$ cat src/rtl/core/rational_fraction_alu_defines.svh
// assertion macros shared by the rational fraction alu rtl
`ifndef RATIONAL_FRACTION_ALU_DEFINES_SVH
`define RATIONAL_FRACTION_ALU_DEFINES_SVH

// same-cycle implication, checked on every rising edge out of reset
`define RFA_ASSERT_SAME(label, ante, cons, msg) \
    label: assert property (@(posedge clk) disable iff (!rst_n) (ante) |-> (cons)) \
        else $error(msg);

// next-cycle implication
`define RFA_ASSERT_NEXT(label, ante, cons, msg) \
    label: assert property (@(posedge clk) disable iff (!rst_n) (ante) |=> (cons)) \
        else $error(msg);

`endif

$ cat src/rtl/core/rfa_pkg.sv
// shared types, widths and codes of the rational fraction alu
package rfa_pkg;

    // operand width and the field that carries it
    localparam int OPERAND_BITS = 16;
    localparam int FIELD_BITS   = 16;
    localparam int OP_W         = (OPERAND_BITS < FIELD_BITS) ? OPERAND_BITS : FIELD_BITS;

    // operand after sign fix, products, sums and magnitudes
    localparam int NORM_W      = OP_W + 1;
    localparam int PROD_W      = 2 * OP_W;
    localparam int SUM_W       = PROD_W + 1;
    localparam int MAG_W       = PROD_W;
    localparam int GCD_SHIFT_W = $clog2(MAG_W + 1);
    localparam int DIV_CNT_W   = $clog2(MAG_W);

    // result field widths
    localparam int OPC_W = 3;
    localparam int NUM_W = 33;
    localparam int DEN_W = 31;

    localparam logic [OPC_W-1:0] OP_ADD = 3'd0;
    localparam logic [OPC_W-1:0] OP_SUB = 3'd1;
    localparam logic [OPC_W-1:0] OP_MUL = 3'd2;
    localparam logic [OPC_W-1:0] OP_DIV = 3'd3;
    localparam logic [OPC_W-1:0] OP_CMP = 3'd4;

    typedef struct packed {
        logic [OPC_W-1:0]             operation;
        logic signed [FIELD_BITS-1:0] num_a;
        logic signed [FIELD_BITS-1:0] den_a;
        logic signed [FIELD_BITS-1:0] num_b;
        logic signed [FIELD_BITS-1:0] den_b;
    } in_item_t;

    typedef struct packed {
        logic signed [NUM_W-1:0] res_num;
        logic [DEN_W-1:0]        res_den;
        logic                    is_less;
        logic                    is_equal;
        logic                    fault;
    } out_item_t;

    // which product the shared multiplier forms
    typedef enum logic [1:0] {
        MUL_P0,
        MUL_P1,
        MUL_P2
    } mul_sel_t;

    typedef struct packed {
        logic     load;
        logic     mul_en;
        mul_sel_t mul_sel;
        logic     combine;
        logic     prep;
        logic     gcd_step;
        logic     div_init;
        logic     div_step;
        logic     finish;
    } dp_cmd_t;

    typedef struct packed {
        logic fault;
        logic is_cmp;
        logic gcd_done;
        logic div_last;
    } dp_status_t;

endpackage

$ cat src/rtl/core/rational_fraction_alu.sv
// top level of the rational fraction alu: controller, datapath and checks
//
//  channel | direction | handshake          | payload
//  --------+-----------+--------------------+---------------------------------
//  in      | into      | in_valid/in_stall  | in_data: operation, a and b
//  out     | out of    | out_valid/out_stall| out_data: reduced fraction, flags
//
//  one item at a time; an item passes capture, the three multiplies and the
//  combine, then for arithmetic prep, binary gcd (data dependent), a last gcd
//  state that loads the divider and the divide steps, then the output register
//  compare finishes after the combine cycle, a fault after the first multiply
//  the output register holds a finished result while the next item is taken
//  rst_n clears the sequencer and output valid; payload registers are not reset
//  a stalled output holds the result and only blocks the end of the next item
`include "rational_fraction_alu_defines.svh"

module rational_fraction_alu (
    input  logic               clk,
    input  logic               rst_n,
    input  logic               in_valid,
    output logic               in_stall,
    input  rfa_pkg::in_item_t  in_data,
    output logic               out_valid,
    input  logic               out_stall,
    output rfa_pkg::out_item_t out_data
);

    // command and status between sequencer and datapath
    rfa_pkg::dp_cmd_t    cmd;
    rfa_pkg::dp_status_t status;

    rfa_ctrl u_ctrl (
        .clk       (clk),
        .rst_n     (rst_n),
        .in_valid  (in_valid),
        .in_stall  (in_stall),
        .out_valid (out_valid),
        .out_stall (out_stall),
        .status    (status),
        .cmd       (cmd)
    );

    // operands, shared multiplier, gcd and the two quotient shifters
    rfa_datapath u_datapath (
        .clk     (clk),
        .in_data (in_data),
        .cmd     (cmd),
        .status  (status),
        .result  (out_data)
    );

    // a fault result carries nothing else
    `RFA_ASSERT_SAME(a_fault_clean, out_valid && out_data.fault, (out_data.res_num == '0) && (out_data.res_den == '0) && !out_data.is_less && !out_data.is_equal, "fault result has nonzero fields")

    // an arithmetic result never carries compare flags or fault
    `RFA_ASSERT_SAME(a_den_only_arith, out_valid && (out_data.res_den != '0), !out_data.fault && !out_data.is_less && !out_data.is_equal, "arithmetic result with flags set")

    // compare flags exclude each other
    `RFA_ASSERT_SAME(a_flags_exclusive, out_valid, !(out_data.is_less && out_data.is_equal), "less and equal both set")

    // a transfer in makes the block busy on the next cycle
    `RFA_ASSERT_NEXT(a_busy_after_take, in_valid && !in_stall, in_stall, "input taken twice in a row")

endmodule

$ cat src/rtl/core/rfa_ctrl.sv
// sequencing state machine and output valid of the rational fraction alu
module rfa_ctrl (
    input  logic                clk,
    input  logic                rst_n,
    input  logic                in_valid,
    output logic                in_stall,
    output logic                out_valid,
    input  logic                out_stall,
    input  rfa_pkg::dp_status_t status,
    output rfa_pkg::dp_cmd_t    cmd
);

    typedef enum logic [3:0] {
        S_IDLE,
        S_MUL0,
        S_MUL1,
        S_MUL2,
        S_COMB,
        S_PREP,
        S_GCD,
        S_DIV,
        S_OUT
    } state_t;

    state_t state_reg;
    state_t state_next;
    logic   out_valid_reg;
    logic   out_valid_next;

    always_comb
    begin
        cmd        = '0;
        state_next = state_reg;
        unique case (state_reg)
            S_IDLE:
            begin
                if (in_valid)
                begin
                    cmd.load   = 1'b1;
                    state_next = S_MUL0;
                end
            end
            S_MUL0:
            begin
                cmd.mul_en  = 1'b1;
                cmd.mul_sel = rfa_pkg::MUL_P0;
                state_next  = status.fault ? S_OUT : S_MUL1;
            end
            S_MUL1:
            begin
                cmd.mul_en  = 1'b1;
                cmd.mul_sel = rfa_pkg::MUL_P1;
                state_next  = S_MUL2;
            end
            S_MUL2:
            begin
                cmd.mul_en  = 1'b1;
                cmd.mul_sel = rfa_pkg::MUL_P2;
                state_next  = S_COMB;
            end
            S_COMB:
            begin
                cmd.combine = 1'b1;
                state_next  = status.is_cmp ? S_OUT : S_PREP;
            end
            S_PREP:
            begin
                cmd.prep   = 1'b1;
                state_next = S_GCD;
            end
            S_GCD:
            begin
                if (status.gcd_done)
                begin
                    cmd.div_init = 1'b1;
                    state_next   = S_DIV;
                end
                else
                begin
                    cmd.gcd_step = 1'b1;
                end
            end
            S_DIV:
            begin
                cmd.div_step = 1'b1;
                if (status.div_last)
                begin
                    state_next = S_OUT;
                end
            end
            S_OUT:
            begin
                // output slot free now or freed by this cycle's transfer
                if (!out_valid_reg || !out_stall)
                begin
                    cmd.finish = 1'b1;
                    state_next = S_IDLE;
                end
            end
            default:
            begin
                state_next = S_IDLE;
            end
        endcase
    end

    always_comb
    begin
        if (cmd.finish)
        begin
            out_valid_next = 1'b1;
        end
        else if (out_valid_reg && !out_stall)
        begin
            out_valid_next = 1'b0;
        end
        else
        begin
            out_valid_next = out_valid_reg;
        end
    end

    always_ff @(posedge clk or negedge rst_n)
    begin
        if (!rst_n)
        begin
            state_reg     <= S_IDLE;
            out_valid_reg <= 1'b0;
        end
        else
        begin
            state_reg     <= state_next;
            out_valid_reg <= out_valid_next;
        end
    end

    assign in_stall  = (state_reg != S_IDLE);
    assign out_valid = out_valid_reg;

endmodule

$ cat src/rtl/core/rfa_datapath.sv
// operand registers, shared multiplier, binary gcd and dual divider of the fraction alu
module rfa_datapath (
    input  logic                clk,
    input  rfa_pkg::in_item_t   in_data,
    input  rfa_pkg::dp_cmd_t    cmd,
    output rfa_pkg::dp_status_t status,
    output rfa_pkg::out_item_t  result
);

    localparam int NORM_W      = rfa_pkg::NORM_W;
    localparam int PROD_W      = rfa_pkg::PROD_W;
    localparam int SUM_W       = rfa_pkg::SUM_W;
    localparam int MAG_W       = rfa_pkg::MAG_W;
    localparam int OP_W        = rfa_pkg::OP_W;
    localparam int GCD_SHIFT_W = rfa_pkg::GCD_SHIFT_W;
    localparam int DIV_CNT_W   = rfa_pkg::DIV_CNT_W;

    logic [rfa_pkg::OPC_W-1:0] op_reg;
    logic                      fault_reg;
    logic signed [NORM_W-1:0]  na_reg, da_reg, nb_reg, db_reg;
    logic signed [PROD_W-1:0]  p0_reg, p1_reg, p2_reg;
    logic signed [SUM_W-1:0]   rn_reg, rd_reg;
    logic                      neg_reg;
    logic                      less_reg, equal_reg;
    logic [MAG_W-1:0]          u_reg, v_reg;
    logic [GCD_SHIFT_W-1:0]    k_reg;
    logic [MAG_W-1:0]          div_reg;
    logic [MAG_W-1:0]          qn_reg, qd_reg;
    logic [MAG_W-1:0]          remn_reg, remd_reg;
    logic [DIV_CNT_W-1:0]      cnt_reg;
    rfa_pkg::out_item_t        result_reg;

    logic signed [NORM_W-1:0]   na_in, da_in, nb_in, db_in;
    logic                       fault_in;
    logic signed [NORM_W-1:0]   mul_a, mul_b;
    logic signed [2*NORM_W-1:0] mul_full;
    logic signed [PROD_W-1:0]   mul_prod;
    logic signed [SUM_W-1:0]    p0_ext, p1_ext, p2_ext;
    logic signed [SUM_W-1:0]    rn_comb, rd_comb;
    logic signed [SUM_W-1:0]    rn_fix, rd_fix, rn_abs;
    logic [MAG_W:0]             remn_sh, remd_sh, div_ext;
    logic                       qn_bit, qd_bit;
    logic signed [SUM_W-1:0]    qn_signed;
    rfa_pkg::out_item_t         result_next;

    // operand capture: sign-extend, then make both denominators positive
    always_comb
    begin
        na_in = NORM_W'(signed'(in_data.num_a[OP_W-1:0]));
        da_in = NORM_W'(signed'(in_data.den_a[OP_W-1:0]));
        nb_in = NORM_W'(signed'(in_data.num_b[OP_W-1:0]));
        db_in = NORM_W'(signed'(in_data.den_b[OP_W-1:0]));
        fault_in = (da_in == '0) || (db_in == '0) || (in_data.operation > rfa_pkg::OP_CMP)
                   || ((in_data.operation == rfa_pkg::OP_DIV) && (nb_in == '0));
    end

    // shared multiplier, operand pair picked per step and operation
    always_comb
    begin
        unique case (cmd.mul_sel)
            rfa_pkg::MUL_P0:
            begin
                mul_a = na_reg;
                mul_b = (op_reg == rfa_pkg::OP_MUL) ? nb_reg : db_reg;
            end
            rfa_pkg::MUL_P1:
            begin
                mul_a = da_reg;
                mul_b = (op_reg == rfa_pkg::OP_MUL) ? db_reg : nb_reg;
            end
            default:
            begin
                mul_a = da_reg;
                mul_b = db_reg;
            end
        endcase
        mul_full = mul_a * mul_b;
        mul_prod = mul_full[PROD_W-1:0];
    end

    // cross-product combine
    always_comb
    begin
        p0_ext = SUM_W'(p0_reg);
        p1_ext = SUM_W'(p1_reg);
        p2_ext = SUM_W'(p2_reg);
        unique case (op_reg)
            rfa_pkg::OP_ADD:
            begin
                rn_comb = p0_ext + p1_ext;
                rd_comb = p2_ext;
            end
            rfa_pkg::OP_SUB:
            begin
                rn_comb = p0_ext - p1_ext;
                rd_comb = p2_ext;
            end
            default:
            begin
                rn_comb = p0_ext;
                rd_comb = p1_ext;
            end
        endcase
    end

    // positive denominator and numerator magnitude
    always_comb
    begin
        rn_fix = (rd_reg < 0) ? -rn_reg : rn_reg;
        rd_fix = (rd_reg < 0) ? -rd_reg : rd_reg;
        rn_abs = (rn_fix < 0) ? -rn_fix : rn_fix;
    end

    // one restoring step on both dividends against the common divisor
    always_comb
    begin
        div_ext = {1'b0, div_reg};
        remn_sh = {remn_reg, qn_reg[MAG_W-1]};
        remd_sh = {remd_reg, qd_reg[MAG_W-1]};
        qn_bit  = (remn_sh >= div_ext);
        qd_bit  = (remd_sh >= div_ext);
    end

    // result word
    always_comb
    begin
        result_next = '0;
        qn_signed   = signed'(SUM_W'(qn_reg));
        if (fault_reg)
        begin
            result_next.fault = 1'b1;
        end
        else if (op_reg == rfa_pkg::OP_CMP)
        begin
            result_next.is_less  = less_reg;
            result_next.is_equal = equal_reg;
        end
        else
        begin
            result_next.res_num = rfa_pkg::NUM_W'(neg_reg ? -qn_signed : qn_signed);
            result_next.res_den = rfa_pkg::DEN_W'(qd_reg);
        end
    end

    always_ff @(posedge clk)
    begin
        if (cmd.load)
        begin
            op_reg    <= in_data.operation;
            fault_reg <= fault_in;
            na_reg    <= (da_in < 0) ? -na_in : na_in;
            da_reg    <= (da_in < 0) ? -da_in : da_in;
            nb_reg    <= (db_in < 0) ? -nb_in : nb_in;
            db_reg    <= (db_in < 0) ? -db_in : db_in;
        end

        if (cmd.mul_en)
        begin
            unique case (cmd.mul_sel)
                rfa_pkg::MUL_P0: p0_reg <= mul_prod;
                rfa_pkg::MUL_P1: p1_reg <= mul_prod;
                default:         p2_reg <= mul_prod;
            endcase
        end

        if (cmd.combine)
        begin
            rn_reg    <= rn_comb;
            rd_reg    <= rd_comb;
            less_reg  <= (p0_reg < p1_reg);
            equal_reg <= (p0_reg == p1_reg);
        end

        if (cmd.prep)
        begin
            neg_reg <= (rn_fix < 0);
            qn_reg  <= MAG_W'(rn_abs);
            qd_reg  <= MAG_W'(rd_fix);
            u_reg   <= MAG_W'(rn_abs);
            v_reg   <= MAG_W'(rd_fix);
            k_reg   <= '0;
        end
        else if (cmd.gcd_step)
        begin
            // binary gcd: strip common twos, strip lone twos, subtract odds
            priority if (!u_reg[0] && !v_reg[0])
            begin
                u_reg <= u_reg >> 1;
                v_reg <= v_reg >> 1;
                k_reg <= k_reg + 1'b1;
            end
            else if (!u_reg[0])
            begin
                u_reg <= u_reg >> 1;
            end
            else if (!v_reg[0])
            begin
                v_reg <= v_reg >> 1;
            end
            else if (u_reg >= v_reg)
            begin
                u_reg <= u_reg - v_reg;
            end
            else
            begin
                v_reg <= v_reg - u_reg;
            end
        end

        if (cmd.div_init)
        begin
            div_reg  <= v_reg << k_reg;
            remn_reg <= '0;
            remd_reg <= '0;
            cnt_reg  <= DIV_CNT_W'(MAG_W - 1);
        end
        else if (cmd.div_step)
        begin
            // remainder stays below the divisor, so the top bit drops out
            remn_reg <= MAG_W'(qn_bit ? (remn_sh - div_ext) : remn_sh);
            remd_reg <= MAG_W'(qd_bit ? (remd_sh - div_ext) : remd_sh);
            qn_reg   <= {qn_reg[MAG_W-2:0], qn_bit};
            qd_reg   <= {qd_reg[MAG_W-2:0], qd_bit};
            cnt_reg  <= cnt_reg - 1'b1;
        end

        if (cmd.finish)
        begin
            result_reg <= result_next;
        end
    end

    assign status.fault    = fault_reg;
    assign status.is_cmp   = (op_reg == rfa_pkg::OP_CMP);
    assign status.gcd_done = (u_reg == '0);
    assign status.div_last = (cnt_reg == '0);
    assign result          = result_reg;

endmodule

$ cat config.mk
export PLATFORM = sky130hd
export DESIGN_NAME = rational_fraction_alu
export DESIGN_NICKNAME = d
export VERILOG_FILES = /design/src/rtl/core/rfa_pkg.sv /design/src/rtl/core/rational_fraction_alu.sv /design/src/rtl/core/rfa_ctrl.sv /design/src/rtl/core/rfa_datapath.sv
export VERILOG_INCLUDE_DIRS = /design/src /design/src/rtl/core
export SDC_FILE = /design/constraint.sdc
export NUM_CORES = 2
export LEC_CHECK = 0
export BUFFER_PORTS_ARGS = -buffer_cell sky130_fd_sc_hd__buf_2
export CAP_MARGIN = 5
export CORE_UTILIZATION = 65
export CTS_CLUSTER_SIZE = 14
export DETAILED_ROUTE_END_ITERATION = 8
export PLACE_DENSITY = 0.85
export SLEW_MARGIN = 20
export SYNTH_ARGS = -nofsm -noshare
export SYNTH_HDL_FRONTEND = slang
export SYNTH_SLANG_ARGS = --single-unit
$ cat constraint.sdc
create_clock -name clk -period 22.7 [get_ports clk]
set_input_delay 2.27 -clock clk [delete_from_list [all_inputs] [get_ports clk]]
set_output_delay 2.27 -clock clk [all_outputs]
set_load 0.01 [all_outputs]
==> results.yml <==
timing:
  slew_violations: 0
  finalCritPeriodShare: 0.416
  maxSlewHeadroom: 0.142
  skew_ns: 0.0550
  rsz0062_at_grt: "false"
  max_freq_ghz: 0.106
  hold_violations: 0
  setup_viol: 0
  worst_slack_ns: 13.25
  hold_ws_ns: 0.449
  tightestPinTransition_ns: 1.28
  timing.setup.tns_ns: 0
  min_period_ns: 9.45
worst_setup_path:
  end_kind: "register"
  cp_data_required_time_ns: 23.18
  worstSetupStartpointType: "register"
  reg2reg_to: "u_datapath.p0_reg[31]"
  rr_worst_depth: 28
  cpMostUsedCell: "fa_1"
  rr_startpoint: "u_ctrl.state_reg[2]"
  rrSetupSlack_ns: 13.25
  arrival_ns: 9.93
  critPathMaxFanout: 35
  critPathMaxStageDelay_ns: 0.86
  path_class: "reg -> reg"
  crit_slowest_cell: "nor2_4"
placement:
  numPortBuffers: 139
  hpwl_um: 106000
  post-place-ws_ns: 13.49
  placedCellCount: 6019
  place_congestion: 1.01
cells_and_area:
  largest_reg_flops: 67
  seq_area_um2: 14900
  area_delta_synth_final_pct: 7.26
  finalNonFillerCells: 6136
  layout_commonest_cell: "inv_1"
  final_nets: 5775
  num-fill-cells: 5322
  drive_above_1_share: 0.0763
  multi_input_area_um2: 29000
  final_cell_mix: "inv_1, nor2_1, nand2_1, edfxtp_1, o21ai_0"
die:
  rows: 98
  die_area_um2: 73100
  die_h_um: 270
  die_width_um: 270
  boundaryPins: 140
  core-area_um2: 71400
  initial_utilization: 0.656
cts:
  cts_resized: 0
  htreeDepth: 2
  cts_tree: "yes"
  clock_path_buffers: 3
  clk_latency_ns: 0.69
  cts_made_buffers: 58
  clk_pin_slew_worst_paths_ns: 0.07
  post_cts_buffers: 0
  cts_root_buf: "clkbuf_16"
  cts_sinks: 543
  ctsHoldBuffers: 0
hold_path:
  hold_start: "u_datapath.qd_reg[2]"
  hp-class: "reg -> reg"
  worstHoldEndpoint: "u_datapath.qd_reg[3]"
  holdPathStages: 2
global_route:
  grt_usage: 0.371
  grt_overflow: 0
  grt_pass1_wl_um: 211000
  grt_start_max_net_pins: 110
  antenna_found_initial: 8
  grt_pass1_vias: 37300
drt:
  drt_pre_antenna_iters: 6
  vias: 39400
  via_per_inst: 6.42
  route.antenna.remaining_nets: 0
  wl_per_cell_um: 22.3
  drc: 0
  drt_wl_total_um: 137000
  drt-initial-drc-count: 4995
synthesis:
  avgSynthCellArea_um2: 9.11
  yosysTopAreaCellShare: 0.256
  synth_cells: 5136
  yosysSeqAreaShare: 0.318
  syn_area_um2: 46800
  synthFlopType: "edfxtp_1"
  yosys.cell_types.count: 90
  synth-edff-count: 399
  netlist_top_cells_area: "edfxtp_1, fa_1, ha_1"
  async_flop_share: 0.00921
  yosys.area.top_type: "edfxtp_1"
  yosysWarningCount: 0
  synth_fp_nets: 5782
  ys_ff_latch: 543
outcome:
  status: "completed"
run:
  maxCapViolations: 0
## area by class of cell
class / instances / area share
clock inverter: 42 / 0.00990
sequential: 543 / 0.297
antenna: 7 / 0.000349
tap: 950 / 0.0237
multi-input combinational: 3806 / 0.579
timing repair buffer: 182 / 0.0203
inverter: 538 / 0.0403
clock buffer: 68 / 0.0301
## layer usage
metal | share of wire | vias to the layer above | track usage
met5 | 0.00073 | - | 0
li1 | - | 17900 | -
met2 | 0.43 | 2271 | 0.559
met4 | 0.039 | 14 | 0.133
met1 | 0.40 | 18900 | 0.512
met3 | 0.13 | 364 | 0.106
## worst max-delay path by stage
stage	from	slack, ns	end
final	u_ctrl.state_reg[2]	13.25	u_datapath.p0_reg[31]
after global routing	u_ctrl.state_reg[2]	12.63	u_datapath.p0_reg[31]
after CTS	u_ctrl.state_reg[2]	13.45	u_datapath.p0_reg[31]
after detailed placement	u_ctrl.state_reg[2]	13.49	u_datapath.p1_reg[31]
after global placement	u_ctrl.state_reg[2]	13.67	u_datapath.p0_reg[31]
after floorplan	u_ctrl.state_reg[2]	12.91	u_datapath.p0_reg[30]
## critical path, delay by kind of cell (launching register included)
| family | cells | cell delay [ns] |
|---|---|---|
| adders and majority gates | 7 | 3.19 |
| muxes | 2 | 0.86 |
| DFF | 1 | 0.48 |
| buffers and inverters | 6 | 1.09 |
| AOI/OAI and AO/OA | 8 | 2.06 |
| and+or+nand+nor | 5 | 1.52 |
## synth_stat cells, drive strengths merged, types with 9 or more instances
library cell,instances
inv,538
nor2,525
nand2,493
edfxtp,399
o21ai,346
a21oi,330
fa,288
ha,287
xnor2,242
clkbuf,220
dfxtp,139
xor2,112
mux2i,88
o31ai,87
a21o,81
nor3,71
nand3,62
and2,54
a221oi,52
nand2b,48
a211oi,46
nand4,42
a31oi,38
mux2,33
or3,33
nor4,31
o21bai,31
or4,30
buf,29
nor2b,29
o21a,29
o41ai,28
and3,26
o211ai,25
mux4,24
or2,22
a22oi,14
o31a,13
a21boi,11
o22ai,11
o2111ai,10
nor3b,9
## metrics by stage
step | utilization | instance area [µm²]
global route | 0.703 | 50200
floorplan | - | 46800
detailed placement | 0.675 | 48100
global placement | 0.675 | 48100
finish | 0.703 | 50200
CTS | 0.703 | 50100
## kinds of logic after synthesis
family,after synthesis,share of synthesized area
DFF,543,0.318
adders and majority gates,575,0.200
muxes,145,0.0383
xor gates and xnor gates,354,0.0664
and+or+nand+nor,1494,0.145
AOI/OAI and AO/OA,1238,0.169
buffers and inverters,787,0.0636
Power is left out: the tool's default activity adds up to more than one toggle a clock period on the data nets, which glitch-free logic cannot reach.
